**src/rtl/pprc_pkg.sv**
```systemverilog
// Shared types and codes for the priority prefix rule classifier.
package pprc_pkg;

   localparam int FIELDS          = 4;
   localparam int KEY_PORT_BITS   = 32;
   localparam int LEN_BITS        = 6;
   localparam int PRIO_BITS       = 32;
   localparam int VALUE_PORT_BITS = 32;

   localparam logic [1:0] ACT_ADD      = 2'd0;
   localparam logic [1:0] ACT_ADD_NEXT = 2'd1;
   localparam logic [1:0] ACT_SEAL     = 2'd2;
   localparam logic [1:0] ACT_LOOKUP   = 2'd3;

   localparam logic [1:0] STS_OK       = 2'd0;
   localparam logic [1:0] STS_PHASE    = 2'd1;
   localparam logic [1:0] STS_NOMATCH  = 2'd2;
   localparam logic [1:0] STS_FULL     = 2'd3;

   localparam logic signed [PRIO_BITS-1:0] PRIO_MAX = 32'sh7fff_ffff;

   typedef logic [VALUE_PORT_BITS-1:0] value_word_type;

   typedef struct packed {
      logic [1:0]                               action;
      logic [FIELDS-1:0][KEY_PORT_BITS-1:0]     key;
      logic [FIELDS-1:0][LEN_BITS-1:0]          prefix_len;
      logic [FIELDS-1:0]                        wildcard_mask;
      logic signed [PRIO_BITS-1:0]              rule_priority;
      logic [VALUE_PORT_BITS-1:0]               rule_value;
   } req_type;

   typedef struct packed {
      logic load;
      logic exec;
      logic scan_step;
      logic push;
   } cmd_type;

   typedef struct packed {
      logic [1:0] action;
      logic       sealed;
      logic       count_zero;
      logic       scan_end;
      logic       out_free;
   } stat_type;

endpackage

```
**src/rtl/pprc_ctrl.sv**
```systemverilog
// Controller state machine: sequences accept, execute, table scan and result push.
module pprc_ctrl (
   input  logic               clock,
   input  logic               reset,
   input  logic               req_valid,
   output logic               req_ready,
   input  pprc_pkg::stat_type stat,
   output pprc_pkg::cmd_type  cmd
);

   localparam logic [1:0] S_IDLE = 2'd0;
   localparam logic [1:0] S_EXEC = 2'd1;
   localparam logic [1:0] S_SCAN = 2'd2;
   localparam logic [1:0] S_PUSH = 2'd3;

   logic [1:0] state_ff, state_in;
   logic       need_scan;

   assign need_scan = (stat.action == pprc_pkg::ACT_LOOKUP) && stat.sealed && !stat.count_zero;

   assign req_ready     = (state_ff == S_IDLE);
   assign cmd.load      = (state_ff == S_IDLE) && req_valid;
   assign cmd.exec      = (state_ff == S_EXEC);
   assign cmd.scan_step = (state_ff == S_SCAN);
   assign cmd.push      = (state_ff == S_PUSH) && stat.out_free;

   always_comb begin
      state_in = state_ff;
      case (state_ff)
         S_IDLE: begin
            if (req_valid) state_in = S_EXEC;
         end
         S_EXEC: begin
            state_in = need_scan ? S_SCAN : S_PUSH;
         end
         S_SCAN: begin
            // The last rule read is compared at the same edge that leaves this state.
            if (stat.scan_end) state_in = S_PUSH;
         end
         S_PUSH: begin
            if (stat.out_free) state_in = S_IDLE;
         end
         default: begin
            state_in = S_IDLE;
         end
      endcase
   end

   always_ff @(posedge clock) begin
      if (reset) begin
         state_ff <= S_IDLE;
      end else begin
         state_ff <= state_in;
      end
   end

endmodule

```
**config.mk**
```make
export PLATFORM = sky130hd
export DESIGN_NAME = pprc_ctrl
export DESIGN_NICKNAME = d
export VERILOG_FILES = /design/src/rtl/pprc_pkg.sv /design/src/rtl/pprc_ctrl.sv
export SDC_FILE = /design/constraint.sdc
export NUM_CORES = 1
export LEC_CHECK = 0
export ABC_AREA = 1
export BUFFER_PORTS_ARGS = -buffer_cell sky130_fd_sc_hd__buf_2
export CAP_MARGIN = 15
export CORE_AREA = 2 2 39 41
export CTS_BUF_LIST = sky130_fd_sc_hd__clkbuf_4 sky130_fd_sc_hd__clkbuf_8
export DETAILED_ROUTE_END_ITERATION = 8
export DIE_AREA = 0 0 41 43
export PLACE_DENSITY = 0.53
export SYNTH_ARGS = -nofsm -noshare
export SYNTH_HDL_FRONTEND = slang
export SYNTH_SLANG_ARGS = --single-unit
```
**constraint.sdc**
```tcl
create_clock -name clock -period 3.7 [get_ports clock]
set_clock_uncertainty 0.15 [all_clocks]
set_input_delay 0.185 -clock clock [delete_from_list [all_inputs] [get_ports clock]]
set_output_delay 0.185 -clock clock [all_outputs]
set_load 0.02 [all_outputs]
```
[Yosys cells after proc, flatten, opt, wreduce, memory -nomap -nowiden]
Index checks and enable logic that the tools add are counted.
Storage, ports and cells
  register bits: 2
  bits of input ports: 9
  output and inout port bits: 5
  word-level logic and storage cells: 20
Cells by class
  eq/ne operators: 7
  mux-type cells: 5
  reductions and logical operators: 7
Operators by type and width (count)
  2-bit case mux with 4 select lines: 1
  2-bit equality test, second input constant: 3
  2-bit two-way mux: 3
  2-bit != test, second input constant: 3
  1-bit logical AND: 4
  3-bit AND reduction: 1
  2-bit by 1-bit equality test with 1-bit output, second input constant: 1
  2-bit zero test: 1
  1-bit zero test: 1
  1-bit two-way mux: 1

[Depth between registers and ports, before layout]
  depth after elaboration: 5
  depth in mapped cells: 8
  gate-level depth less buffers: 8

[Worst setup path before layout]
No wires, ideal clock.
  kind: register -> register
  start point: reg state_ff[0]
  end point: reg state_ff[0]
  library setup time: 0.115 ns
  arrival time: 1.174 ns
  required time: 3.435 ns
  slack: 2.260 ns
  cell stages (with the launch flop): 9
  path buffers: 0
  cells stage by stage: dfxtp_1 inv_1 ha_1 nand2_2 nand2_4 nor2_8 nand2_1 nand2_1 a21oi_2
On the way
  word-level cells in the longest chain between the ends: 3
RTL lines
  start, declared: RTL line pprc_ctrl.sv:16  | logic [1:0] state_ff, state_in;
  start signal, assigned: RTL line pprc_ctrl.sv:53  | state_ff <= state_in;
  2-bit zero test (*)
  via req_ready: RTL line pprc_ctrl.sv:6  | output logic req_ready,
  2-bit != test (no source line)
  3-bit AND reduction (no source line)
The timed path passes the listed nets; every way through them passes the cells marked *.
A chain may end at the register's enable or synchronous reset.

==> results.yml <==
sta:
  final_total_negative_setup_slack_ns: 0
  layout_min_cycle_time_ns: 1.53
  report.final.setup_viol: 0
  achievable-frequency_mhz: 652
  report.final.slew_viol_count: 0
  max_transition_margin: 0.888
  timing.final.ws_setup_ns: 2.17
  rsz0062_at_grt: "false"
  final_hold_fails: 0
  tcrit_tclk_final: 0.415
  worst_pin_slew_ns: 0.168
clocking:
  clk_tree_root_cell: "clkbuf_4"
  path_clk_slew_ns: 0.03
  cts_made_buffers: 3
  cts_tree: "yes"
  post_cts_buffers: 0
  htree_num_levels: 1
  cts-resized-gates: 0
  count_of_clock_tree_sinks: 2
  cts.path.max_buffers: 2
  insertion_delay_ns: 0.23
  hold_fix_buffers_cts: 1
synthesis:
  synth_area_um2: 263
  post_synth_main_area_contributors: "ha_1, dfxtp_1, inv_1, nand2_1, nor2_8"
  post-synth-top-area-fraction: 0.238
  synth-seq-area-share: 0.152
  synth-warning-count: 0
  yosys.area.top_type: "ha_1"
  yosys.cell_types.count: 12
  syn_inst: 35
  yosys_register_bits: 2
  syn_avg_cell_area_um2: 7.51
  syn-num-nets: 49
worst_setup_path:
  r2r_slack_ns: 2.28
  worst_setup_path_start_kind: "flop"
  timing.critical_path.required_ns: 3.37
  setup.worst_path.end_class: "primary output"
  r2r_start: "state_ff[0]"
  timing.critical_path.fanout_max: 5
  crit-reg2reg-capture: "state_ff[0]"
  critical_path_class: "reg2out"
  reg2reg_depth: 8
  worstPathArrival_ns: 1.20
grt:
  first_global_vias: 226
  gr-usage-all-layers: 0.0741
  global_route.overflow_total: 0
  grt_first_pass_wirelength_um: 828
  pin_count_of_the_biggest_net_entering_global_routing: 6
  antenna_violations_before_repair: 0
pwr:
  vdd_drop_max_mv: 0.344
  p_leak_uw: 0.000220
  cellPowerDensity_nw_per_um2: 719
  fin_total_pwr_uw: 274
status:
  status: "completed"
min_path:
  min_delay_path_depth: 4
  hp-class: "in2reg"
  timing.hold.worst_endpoint: "state_ff[1]"
  hold_path.startpoint: "stat[1]"
routing:
  drt-pass1-iter-count: 2
  drt-total-wl_um: 455
  detail_route.vias_per_cell: 3.60
  dr_total_vias: 245
  drt-wirelength-per-cell_um: 6.69
  final_antenna_net_count: 0
  post_detailed_route_drc_marker_count: 0
  first_iter_violations: 2
placed_design:
  weighted_congestion_at_the_end_of_routability_driven_global_placement: 0.813
  port_buffers: 13
  dpl_worst_slack_ns: 2.28
  hpwl_after_dpl_um: 392
floorplan:
  initial_cell_density_of_the_core: 0.190
  ios: 14
  fp.dieW_um: 41
  die_area_um2: 1760
  core_rows: 14
  die_h_um: 43
  design.core.area_um2: 1380
layout:
  final_layout_size_suffix_gt1_frac: 0.481
  largest_reg_flops: 2
  final_net_count: 68
  largest_registers: "state_ff: 2 flops"
  flow.area_growth_from_synthesis_pct: 44.8
  num_antenna_cells: 0
  top_register: "state_ff"
flow_run:
  timing.max_cap.violations: 0
## worst max-delay path: stages, from the launching register on
cell	delay, ns
dfxtp_1	0.39
inv_1	0.10
ha_1	0.24
nand2_1	0.07
inv_1	0.03
buf_2	0.14
## layer usage
metal,wire (um),part of all wire,track usage
met1,190,0.42,0.0735
met2,227,0.50,0.103
met3,37,0.081,0.0471
met4,0,0,0.0600
met5,0,0,0
## kinds of logic (layout without fill, tap and decap cells)
kind of cell	count (synthesis)	in the layout	synth area share
buffers and inverters	9	26	0.129
adders and majority gates	5	5	0.238
and+or+nand+nor	15	15	0.362
AOI/OAI and AO/OA	4	4	0.119
DFF	2	2	0.152
## placed cells by master, fill, tap and decap left out, drive strengths merged
master       synthesis  layout
nor2                 4       4
inv                  9       9
dfxtp                2       2
nand2               11      11
dlygate4sd3          0       1
o21ai                2       2
ha                   5       5
clkbuf               0       3
a21oi                2       2
buf                  0      13
## synthesized netlist by cell type (all sizes together)
master / instances
a21oi: 2
nand2: 11
nor2: 4
o21ai: 2
dfxtp: 2
ha: 5
inv: 9
## area by class of cell
| class | instances | area [um2] |
|---|---|---|
| clock buffer | 3 | 22.5 |
| fill | 159 | 1000 |
| multi-input combinational | 24 | 189 |
| sequential | 2 | 40.0 |
| inverter | 9 | 33.8 |
| timing repair buffer | 14 | 75.1 |
| tap | 16 | 20.0 |
## report_power, final
group          switching [uW]  total (uW)  internal (uW)
Sequential               10.7        42.3           31.7
Clock                    13.3        49.2           35.9
Combinational             111         182           71.3
Total                     135         274            139
## worst max-delay path by stage
stage	start	end	slack [ns]
CTS	state_ff[0]	cmd[3]	2.15
global placement	state_ff[0]	state_ff[0]	2.27
global route	state_ff[0]	cmd[3]	2.05
finish	state_ff[0]	cmd[3]	2.17
floorplan	state_ff[0]	state_ff[0]	2.26
detailed placement	state_ff[0]	state_ff[0]	2.28
## stage by stage
stage	cell area (um2)	utilization	cells	hold WS, ns
detailed placement	348	0.251	64	0.236
finish	380	0.275	68	0.227
CTS	380	0.275	68	0.218
floorplan	263	-	35	0.0974
global route	380	0.275	68	0.258
global placement	348	0.251	64	0.229
No activity file was read; power rests on OpenSTA's default activity.
